==> src/sv/mmwd_pkg.sv <==
// Shared types, codes and helper functions for the multi-module watchdog.
// Used by mmwd_period, mmwd_step and multi_module_watchdog; depends on nothing.
package mmwd_pkg;

    localparam int MASK_BITS = 32;
    localparam int ELAPSED_BITS = 14;
    localparam int DELAY_BITS = 16;
    localparam int COUNT_BITS = 6;
    localparam int INDEX_BITS = 3;
    localparam logic [DELAY_BITS-1:0] MIN_DELAY = 16'd16;
    localparam logic [DELAY_BITS-1:0] MAX_DELAY = 16'd8192;

    localparam logic [INDEX_BITS-1:0] REG_DELAY = 3'd0;
    localparam logic [INDEX_BITS-1:0] REG_COUNT = 3'd1;
    localparam logic [INDEX_BITS-1:0] REG_RESET_EN = 3'd2;
    localparam logic [INDEX_BITS-1:0] REG_IRQ_EN = 3'd3;
    localparam logic [INDEX_BITS-1:0] REG_RUNNING = 3'd4;

    typedef enum logic [1:0] {
        ACT_TICK  = 2'd0,
        ACT_ALIVE = 2'd1,
        ACT_KICK  = 2'd2
    } action_t;

    typedef struct packed {
        logic [COUNT_BITS-1:0] module_count;
        logic                  reset_enable;
        logic                  interrupt_enable;
        logic                  running;
    } cfg_t;

    typedef struct packed {
        logic [MASK_BITS-1:0]    pending;
        logic [ELAPSED_BITS-1:0] elapsed;
    } wd_state_t;

    typedef struct packed {
        logic                 irq_fire;
        logic                 cpu_reset;
        logic                 kicked;
        logic [MASK_BITS-1:0] pending_mask;
    } result_t;

    function automatic logic [MASK_BITS-1:0] full_mask(input logic [COUNT_BITS-1:0] count);
        logic [MASK_BITS-1:0] m;
        m = '0;
        for (int i = 0; i < MASK_BITS; i++)
        begin
            m[i] = (COUNT_BITS'(i) < count);
        end
        return m;
    endfunction

endpackage

==> src/sv/mmwd_period.sv <==
// Timeout period from the requested delay: clamp and round up to 16 * 2^k ms.
// Depends on mmwd_pkg.
module mmwd_period
    import mmwd_pkg::*;
(
    input  logic [DELAY_BITS-1:0]   delay_ms,
    output logic [ELAPSED_BITS-1:0] period_ms
);

    logic [DELAY_BITS-1:0] clamped;
    logic [8:0]            steps;
    logic [3:0]            shift;

    always_comb
    begin
        if (delay_ms < MIN_DELAY)
            clamped = MIN_DELAY;
        else if (delay_ms > MAX_DELAY)
            clamped = MAX_DELAY;
        else
            clamped = delay_ms;
        steps = 9'((clamped - 16'd1) >> 4);
        shift = '0;
        for (int i = 0; i < 9; i++)
        begin
            if (steps[i])
                shift = 4'(i + 1);
        end
        period_ms = ELAPSED_BITS'(MIN_DELAY) << shift;
    end

endmodule

==> src/sv/mmwd_step.sv <==
// Next-state and result logic of the watchdog for one item.
// Depends on mmwd_pkg.
module mmwd_step
    import mmwd_pkg::*;
(
    input  logic [1:0]              action,
    input  logic [7:0]              module_id,
    input  cfg_t                    cfg,
    input  logic [ELAPSED_BITS-1:0] period_ms,
    input  wd_state_t               state_cur,
    output wd_state_t               state_next,
    output result_t                 result
);

    logic [MASK_BITS-1:0]    reload;
    logic [MASK_BITS-1:0]    cleared;
    logic [ELAPSED_BITS-1:0] count_up;

    always_comb
    begin
        reload = full_mask(cfg.module_count);
        cleared = state_cur.pending & ~(MASK_BITS'(1) << module_id[4:0]);
        count_up = state_cur.elapsed + ELAPSED_BITS'(1);
        state_next = state_cur;
        result = '0;
        case (action)
            ACT_TICK:
            begin
                if (cfg.running)
                begin
                    state_next.elapsed = count_up;
                    if (count_up >= period_ms)
                    begin
                        state_next.elapsed = '0;
                        result.irq_fire = cfg.interrupt_enable;
                        result.cpu_reset = cfg.reset_enable;
                        if (cfg.reset_enable)
                            state_next.pending = reload;
                    end
                end
            end
            ACT_ALIVE:
            begin
                if (module_id < 8'(cfg.module_count) && module_id < 8'(MASK_BITS))
                begin
                    state_next.pending = cleared;
                    if (cleared == '0)
                    begin
                        state_next.elapsed = '0;
                        state_next.pending = reload;
                        result.kicked = 1'b1;
                    end
                end
            end
            ACT_KICK:
            begin
                state_next.elapsed = '0;
                result.kicked = 1'b1;
            end
            default:
            begin
            end
        endcase
        result.pending_mask = state_next.pending;
    end

endmodule

==> src/sv/multi_module_watchdog.sv <==
// Top level of the multi-module watchdog: configuration registers, input and
// result registers, and the watchdog state. Depends on mmwd_pkg, mmwd_period, mmwd_step.
//
// Items arrive on the input channel (in_valid, in_stall, action, module_id):
// a one millisecond tick, an alive report of one module, or a direct kick.
// Each item gives exactly one result item on the output channel (out_valid,
// out_stall, irq_fire, cpu_reset, kicked, pending_mask).
// An item is taken into an input register; once the output register is empty or
// not stalled, the result is written to the output register, raising out_valid,
// and the watchdog state is updated unless cfg_we is high in the same cycle.
// One item is accepted every cycle while the receiver does not stall; the state update
// is the only loop, so throughput is one item per clock. When the receiver stalls, the
// result register holds its item and the input register holds one more item, taking
// it if it was empty; then in_stall is raised. Configuration is written through cfg_we,
// cfg_index and cfg_data; the user must write it only while the block is idle, as
// the block does not enforce this; register indexes beyond the list are ignored.
// Reset clears the channels, sets the delay to 16 ms and one module, clears
// the enables and the counter, and loads the pending mask with module zero.
module multi_module_watchdog
    import mmwd_pkg::*;
#(
    parameter int MAX_MODULES = 32
)
(
    input  logic                  clk,
    input  logic                  rst_n,
    input  logic                  cfg_we,
    input  logic [INDEX_BITS-1:0] cfg_index,
    input  logic [DELAY_BITS-1:0] cfg_data,
    input  logic                  in_valid,
    output logic                  in_stall,
    input  logic [1:0]            action,
    input  logic [7:0]            module_id,
    output logic                  out_valid,
    input  logic                  out_stall,
    output logic                  irq_fire,
    output logic                  cpu_reset,
    output logic                  kicked,
    output logic [MASK_BITS-1:0]  pending_mask
);

    localparam int MODULE_LIMIT = (MAX_MODULES < MASK_BITS) ? MAX_MODULES : MASK_BITS;

    logic [DELAY_BITS-1:0]   delay_reg;
    cfg_t                    cfg_reg;
    wd_state_t               state_reg;
    wd_state_t               state_next;
    logic [ELAPSED_BITS-1:0] period_ms;

    logic                    in_valid_reg;
    logic [1:0]              action_reg;
    logic [7:0]              module_id_reg;
    logic                    out_valid_reg;
    result_t                 result_reg;
    result_t                 result_next;
    logic                    advance;
    logic [COUNT_BITS-1:0]   count_value;
    logic                    count_ok;

    mmwd_period u_period
    (
        .delay_ms  (delay_reg),
        .period_ms (period_ms)
    );

    mmwd_step u_step
    (
        .action     (action_reg),
        .module_id  (module_id_reg),
        .cfg        (cfg_reg),
        .period_ms  (period_ms),
        .state_cur  (state_reg),
        .state_next (state_next),
        .result     (result_next)
    );

    assign advance = in_valid_reg && (!out_valid_reg || !out_stall);
    assign in_stall = in_valid_reg && !advance;
    assign count_value = cfg_data[COUNT_BITS-1:0];
    assign count_ok = (count_value >= COUNT_BITS'(1))
                   && (count_value <= COUNT_BITS'(MODULE_LIMIT));

    always_ff @(posedge clk or negedge rst_n)
    begin
        if (!rst_n)
        begin
            delay_reg <= MIN_DELAY;
            cfg_reg.module_count <= COUNT_BITS'(1);
            cfg_reg.reset_enable <= 1'b0;
            cfg_reg.interrupt_enable <= 1'b0;
            cfg_reg.running <= 1'b0;
            state_reg.pending <= MASK_BITS'(1);
            state_reg.elapsed <= '0;
            in_valid_reg <= 1'b0;
            out_valid_reg <= 1'b0;
        end
        else
        begin
            if (cfg_we)
            begin
                case (cfg_index)
                    REG_DELAY:
                        delay_reg <= cfg_data;
                    REG_COUNT:
                    begin
                        if (count_ok)
                        begin
                            cfg_reg.module_count <= count_value;
                            state_reg.pending <= full_mask(count_value);
                        end
                    end
                    REG_RESET_EN:
                        cfg_reg.reset_enable <= cfg_data[0];
                    REG_IRQ_EN:
                        cfg_reg.interrupt_enable <= cfg_data[0];
                    REG_RUNNING:
                    begin
                        if (cfg_data[0] != cfg_reg.running)
                            state_reg.elapsed <= '0;
                        cfg_reg.running <= cfg_data[0];
                    end
                    default:
                    begin
                    end
                endcase
            end
            else if (advance)
            begin
                state_reg <= state_next;
            end

            if (!in_stall)
                in_valid_reg <= in_valid;

            if (advance)
                out_valid_reg <= 1'b1;
            else if (!out_stall)
                out_valid_reg <= 1'b0;
        end
    end

    always_ff @(posedge clk)
    begin
        if (in_valid && !in_stall)
        begin
            action_reg <= action;
            module_id_reg <= module_id;
        end
        if (advance)
            result_reg <= result_next;
    end

    assign out_valid = out_valid_reg;
    assign irq_fire = result_reg.irq_fire;
    assign cpu_reset = result_reg.cpu_reset;
    assign kicked = result_reg.kicked;
    assign pending_mask = result_reg.pending_mask;

endmodule
==> config.mk <==
export PLATFORM = sky130hd
export DESIGN_NAME = multi_module_watchdog
export DESIGN_NICKNAME = d
export VERILOG_FILES = /design/src/sv/mmwd_pkg.sv /design/src/sv/mmwd_period.sv /design/src/sv/mmwd_step.sv /design/src/sv/multi_module_watchdog.sv
export SDC_FILE = /design/constraint.sdc
export NUM_CORES = 1
export LEC_CHECK = 0
export BUFFER_PORTS_ARGS = -buffer_cell sky130_fd_sc_hd__buf_4
export CAP_MARGIN = 20
export CORE_MARGIN = 2
export CORE_UTILIZATION = 60
export CTS_CLUSTER_DIAMETER = 30
export DETAILED_ROUTE_END_ITERATION = 16
export GPL_ROUTABILITY_DRIVEN = 0
export PLACE_DENSITY = 0.88
export REMOVE_ABC_BUFFERS = 1
export SETUP_SLACK_MARGIN = 0.1
export SLEW_MARGIN = 0
export SYNTH_ARGS = -nofsm -noshare
export SYNTH_HDL_FRONTEND = slang
export SYNTH_SLANG_ARGS = --single-unit
==> constraint.sdc <==
create_clock -name clk -period 6.1 [get_ports clk]
set_input_delay 0 -clock clk [delete_from_list [all_inputs] [get_ports clk]]
set_output_delay 0 -clock clk [all_outputs]
set_load 0.01 [all_outputs]
# ---- After elaboration in Yosys (flattened, before gate mapping)
# Cells that the tools add are included.
# W data, S select, Z words.
dict set report word_totals {
  reg_bits 118
  wordCells 159
}
dict set report op_classes {
  add_sub_neg 2
  magnitude_cmp 71
  n_eq_ne 15
  shift 2
  muxes 29
  n_bitwise 2
  n_reduce_logical 23
}
# operator n
set ops {}
lappend ops {{$mux W46} 6}
lappend ops {{$lt A5 B6 Y1 const A} 32}
lappend ops {{$lt A4 B6 Y1 const A} 16}
lappend ops {{$mux W32} 3}
lappend ops {{$pmux W32 S2} 1}
lappend ops {{$lt A3 B6 Y1 const A} 8}
lappend ops {{$pmux W14 S3} 1}
lappend ops {{$and A32 B32 Y32} 1}
lappend ops {{$logic_not A32 Y1} 1}
lappend ops {{$not A32 Y32} 1}
lappend ops {{$shl A1 B5 Y32 const A} 1}
lappend ops {{$mux W14} 2}
lappend ops {{$mux W13} 2}
lappend ops {{$lt A1 B6 Y1 const A} 4}
lappend ops {{$lt A2 B6 Y1 const A} 4}
lappend ops {{$gt A16 B14 Y1 const B} 1}
lappend ops {{$lt A16 B5 Y1 const B} 1}
lappend ops {{$add A14 B1 Y14 const B} 1}
lappend ops {{$ge A14 B14 Y1} 1}
lappend ops {{$shl A5 B4 Y14 const A} 1}
lappend ops {{$sub A13 B1 Y13 const B} 1}
lappend ops {{$mux W3} 4}
lappend ops {{$ne A2 B1 Y1 const B} 5}
lappend ops {{$reduce_and A3 Y1} 3}
lappend ops {{25 further kinds} 43}

# ---- Longest topological paths before layout
dict set report logic_depth {
  ltp_word 20
  mapped_depth 19
  ltp_nobuf 17
}

# ---- Modules after synthesis
# From an unflattened synthesis, not the netlist that was laid out.
dict set report hier_totals {
  hier_cells 892
  area_unflattened_um2 8206.6
}
# module instances cells_each area_per_inst_um2 seq_area_each_um2
set by_module_without_submodules {}
lappend by_module_without_submodules {multi_module_watchdog 1 353 4865.9 3181.8}
lappend by_module_without_submodules {mmwd_step 1 474 2910.3 0.0}
lappend by_module_without_submodules {mmwd_period 1 65 430.4 0.0}

# ---- Worst setup path after synthesis
# OpenSTA, ideal clock, no wires.
dict set report synth_path {
  kind {reg2reg}
  startpoint {register delay_reg[8]}
  endpoint {register state_reg[10] in the netlist's numbering}
  setup_time_ps 77
  arrival_ps 4498
  slack_ps 1525
  stages_incl_launch_ff 19
  n_path_buf 1
  path_cell_list {dfrtp_1 > clkbuf_1 > or3_1 > o311ai_0 > o211ai_1 > o22a_1 > nor3_1 > nand2_1 > or2_2 > or2_2 > ha_1 > o21a_1 > o211ai_1 > a21oi_1 > or3_1 > or4b_1 > o21ai_2 > a21oi_1 > a21oi_1}
}
dict set report synth_between {
  elab_chain_len 20
  elab_cells_between_ends 21
  classes_between {add/sub: 1; order compare: 3; shift: 1; mux: 16}
}
# item line_no
set synth_lines {}
lappend synth_lines {{start, declared} multi_module_watchdog.sv:44} ;# logic [DELAY_BITS-1:0] delay_reg;
lappend synth_lines {{start signal, assigned} multi_module_watchdog.sv:103} ;# delay_reg <= cfg_data;
lappend synth_lines {{$gt A16 B14 Y1} mmwd_period.sv:18} ;# else if (delay_ms > MAX_DELAY)
lappend synth_lines {{$mux W13} mmwd_period.sv:18}
lappend synth_lines {{$mux W13 *} mmwd_period.sv:16} ;# if (delay_ms < MIN_DELAY)
lappend synth_lines {{$sub A13 B1 Y13 *} mmwd_period.sv:22} ;# steps = 9'((clamped - 16'd1) >> 4);
lappend synth_lines {{$mux W1} mmwd_period.sv:26} ;# if (steps[i])
lappend synth_lines {{$mux W2 (2 in a row)} mmwd_period.sv:26}
lappend synth_lines {{$mux W3 (4 in a row)} mmwd_period.sv:26}
lappend synth_lines {{$mux W4} mmwd_period.sv:26}
lappend synth_lines {{$mux W4 *} mmwd_period.sv:26}
lappend synth_lines {{$shl A5 B4 Y14 *} mmwd_period.sv:29} ;# period_ms = ELAPSED_BITS'(MIN_DELAY) << shift;
lappend synth_lines {{$ge A14 B14 Y1 *} mmwd_step.sv:32} ;# if (count_up >= period_ms)
lappend synth_lines {{$mux W46 *} mmwd_step.sv:32}
lappend synth_lines {{$mux W46 *} mmwd_step.sv:29} ;# if (cfg.running)
lappend synth_lines {{$pmux W14 S3 *} mmwd_step.sv:26} ;# case (action)
lappend synth_lines {{$mux W46 *} multi_module_watchdog.sv:127} ;# else if (advance)
lappend synth_lines {{$mux W46 *} multi_module_watchdog.sv:99} ;# if (cfg_we)
lappend synth_lines {{end signal, assigned} multi_module_watchdog.sv:129} ;# state_reg <= state_next;
lappend synth_lines {{end, declared} multi_module_watchdog.sv:46} ;# wd_state_t state_reg;
# Every way passes the cells marked *; elsewhere a longest branch is shown, timed or not. The select of a mux whose other input is x is not followed.
# A chain may end at the register's enable or synchronous reset.

# ---- Worst setup path in the final report
dict set report layout_path {
  startpoint {register delay_reg[0]}
  endpoint {register state_reg[3] in the netlist's numbering}
}
# The elaborated chain is that of the path after synthesis.

==> impl_metrics.tcl <==
set metrics [dict create \
    rr_endpoint "state_reg[3]" \
    min_to "state_reg[26]" \
    grt_pass1_vias 6834 \
    wire_per_inst_um 20.6 \
    die_y_um 115 \
    avgSynthCellArea_um2 9.15 \
    grt.overflow.total 0 \
    cp.required_ns 6.45 \
    dr.pass1.iters 9 \
    fin_tns_setup_ns 0 \
    grt_first_pass_wirelength_um 34400 \
    drv_cap 0 \
    ir_worst_vdd_v 0.000268 \
    rsz0062_at_grt "no" \
    cts.reportedPaths.clkPinSlew_ns 0.06 \
    finalHoldViolCount 0 \
    synth_top_cells_by_area "dfrtp_1 (24%), edfxtp_1 (18%), a21oi_1 (4.3%)" \
    core_area_mm2 0.0120 \
    post-cts-setup-buffer-count 0 \
    synth_ff_type "dfrtp_1" \
    fillers 863 \
    synth-edff-count 45 \
    yosysMostFrequentCell "nand2_1" \
    wirelength_um 21600 \
    insertion_delay_ns 0.43 \
    ff2ff_setup_slack_ns 0.62 \
    post_cts_resized 0 \
    vias 7093 \
    critPathLaunchType "flop" \
    status "complete, no violations" \
    initialDrtViolationCount 834 \
    io_pins 71 \
    dieWidth_um 115 \
    cts_sinks 118 \
    slew_violations 0 \
    diodes 0 \
    hpwl_um 13800 \
    synth_top_area_share_pct 23.7 \
    yosysSeqAreaShare_pct 43.0 \
    die_area_mm2 0.0132 \
    synthToLayoutAreaGrowth_pct 19.8 \
    antenna_found_initial 0 \
    grt.total_usage_pct 34.0 \
    hold_class "input pin to flop" \
    cp.arrival_ns 5.83 \
    finClkSkew_ns 0.00728 \
    multi_input_area_mm2 0.00391 \
    total_power_mw 2.87 \
    crit_type "flop to flop" \
    period_share_pct 89.8 \
    grt_max_degree 74 \
    yosysTopAreaCell "dfrtp_1" \
    cp-end-kind "flop" \
    post-route-min-period_ns 5.48 \
    portBuffers 70 \
    drive_gt1_share_pct 18.0 \
    cts_buffers 17 \
    ys_ff_latch 118 \
    ant_nets 0 \
    min_from "cfg_we" \
    tightest_slew_ns 0.991 \
    r2r_cells 17 \
    largest_reg_flops 46 \
    cp_max_fo 15 \
    cts_tree "yes" \
    seqCellArea_mm2 0.00318 \
    fin_nets 941 \
    cts_root_buf "clkbuf_16" \
    synthesis.area_mm2 0.00740 \
    start_util_pct 61.6 \
    synthTopCellsByCount "nand2_1 (81), dfrtp_1 (70), a21oi_1 (64)" \
    clk_path_buf_depth 2 \
    hold_depth 3 \
    p_leak_nw 3.72 \
    slew_headroom_pct 33.9 \
    fmax_mhz 182 \
    via_per_inst 6.77 \
    reg2reg_from "delay_reg[0]" \
    synthCells 808 \
    power_density_mw_per_mm2 324 \
    yosysUniqueCellTypes 77 \
    finalSetupViolCount 0 \
    synth_warnings 0 \
    drc 0 \
    async_flop_share_pct 61.9 \
    htree_levels 4 \
    rows 40 \
]
kinds of logic (layout without fill, tap and decap cells):
kind of cell	Yosys count	count (layout)	synth area share, %
simple gates	276	276	19.0
fa+ha+maj	20	20	3.38
xor+xnor	12	12	1.42
flops	118	118	43.0
mux	27	27	4.08
compound gates	278	278	24.7
buf+inv	77	169	4.35
routing by layer:
metal  track usage [%]  vias up  wire, µm  share of wire, %
met2              53.6      502     10200                47
li1                  -     3155         -                 -
met4              20.7        0      1210               5.6
met3              9.91      132      2270                10
met5                 0        -         0                 0
met1              41.3     3304      7910                37
how the worst max path moves through the flow:
stage | depth (start not counted) | slack (ns) | startpoint | to
after floorplan | 16 | 0.75 | delay_reg[7] | state_reg[18]
after global placement | 17 | 1.03 | delay_reg[7] | state_reg[9]
after detailed placement | 17 | 0.76 | delay_reg[0] | state_reg[3]
after CTS | 17 | 0.68 | delay_reg[0] | state_reg[3]
after global routing | 17 | 0.22 | delay_reg[7] | state_reg[3]
final | 17 | 0.62 | delay_reg[0] | state_reg[3]
final cells by class:
cell class,count,area share (%)
tap,147,2.08
timing repair buffer,109,10.1
clock buffer,22,5.12
sequential,118,35.9
inverter,28,1.19
clock inverter,10,1.47
multi-input combinational,613,44.1
timing repair:
| item | in CTS | in global routing |
|---|---|---|
| hold buffers | 32 | 0 |
| hold endpoints to repair | 107 | 0 |
| setup endpoints to repair | 0 | 0 |
worst max-delay path, stage by stage (launching register included):
cell	delay [ns]
dfrtp_1	0.39
nor4_2	0.57
o311ai_0	0.36
a21o_1	0.28
o22a_1	0.23
nor3_1	0.25
nand2_1	0.10
or2_2	0.29
or2_2	0.28
ha_1	0.28
o21a_1	0.18
o211ai_1	0.24
a21oi_1	0.16
or3_1	0.59
or4b_1	0.56
o21ai_2	0.34
a21oi_1	0.13
a21oi_1	0.14
stage by stage:
stage | hold WS [ns] | utilization (%) | cells | area (µm²) | setup WS [ns]
global placement | 0.179 | 66.3 | 983 | 7960 | 1.03
CTS | 0.0145 | 73.8 | 1047 | 8860 | 0.677
finish | 0.0315 | 73.8 | 1047 | 8860 | 0.620
floorplan | -0.296 | - | 759 | 7180 | 0.749
global route | 0.0325 | 73.8 | 1047 | 8860 | 0.219
detailed placement | 0.179 | 66.3 | 983 | 7960 | 0.759
cell usage in the layout (no fill, tap or decap), types with 5 or more instances in the layout:
cell / Yosys / routed
nand4_1: 5 / 5
dlygate4sd3_1: 0 / 32
nand2_1: 81 / 81
and3_1: 10 / 10
clkinv_2: 0 / 5
and2_1: 7 / 7
xnor2_1: 5 / 5
nor3_1: 18 / 17
edfxtp_1: 45 / 45
o31ai_1: 6 / 6
or3_1: 7 / 7
or2_2: 11 / 11
a21o_1: 18 / 18
ha_1: 20 / 20
nand2b_1: 14 / 14
o221ai_1: 12 / 12
nor3b_1: 6 / 6
nor2b_1: 9 / 9
nor2_1: 60 / 60
dfrtp_1: 70 / 70
o21ai_0: 62 / 62
inv_1: 27 / 27
o22ai_1: 8 / 8
a21oi_1: 64 / 63
clkbuf_16: 0 / 17
xor2_1: 7 / 7
a31oi_1: 19 / 19
o211ai_1: 6 / 6
buf_4: 0 / 77
mux2_2: 25 / 25
o21ai_1: 6 / 6
nand3_1: 22 / 22
o21a_1: 29 / 29
where the power goes:
part	switching, mW	total, mW	internal (mW)
Combinational	0.411	0.714	0.303
Clock	0.352	1.00	0.647
Sequential	0.163	1.16	0.994
No activity file was read; power rests on OpenSTA's default activity.
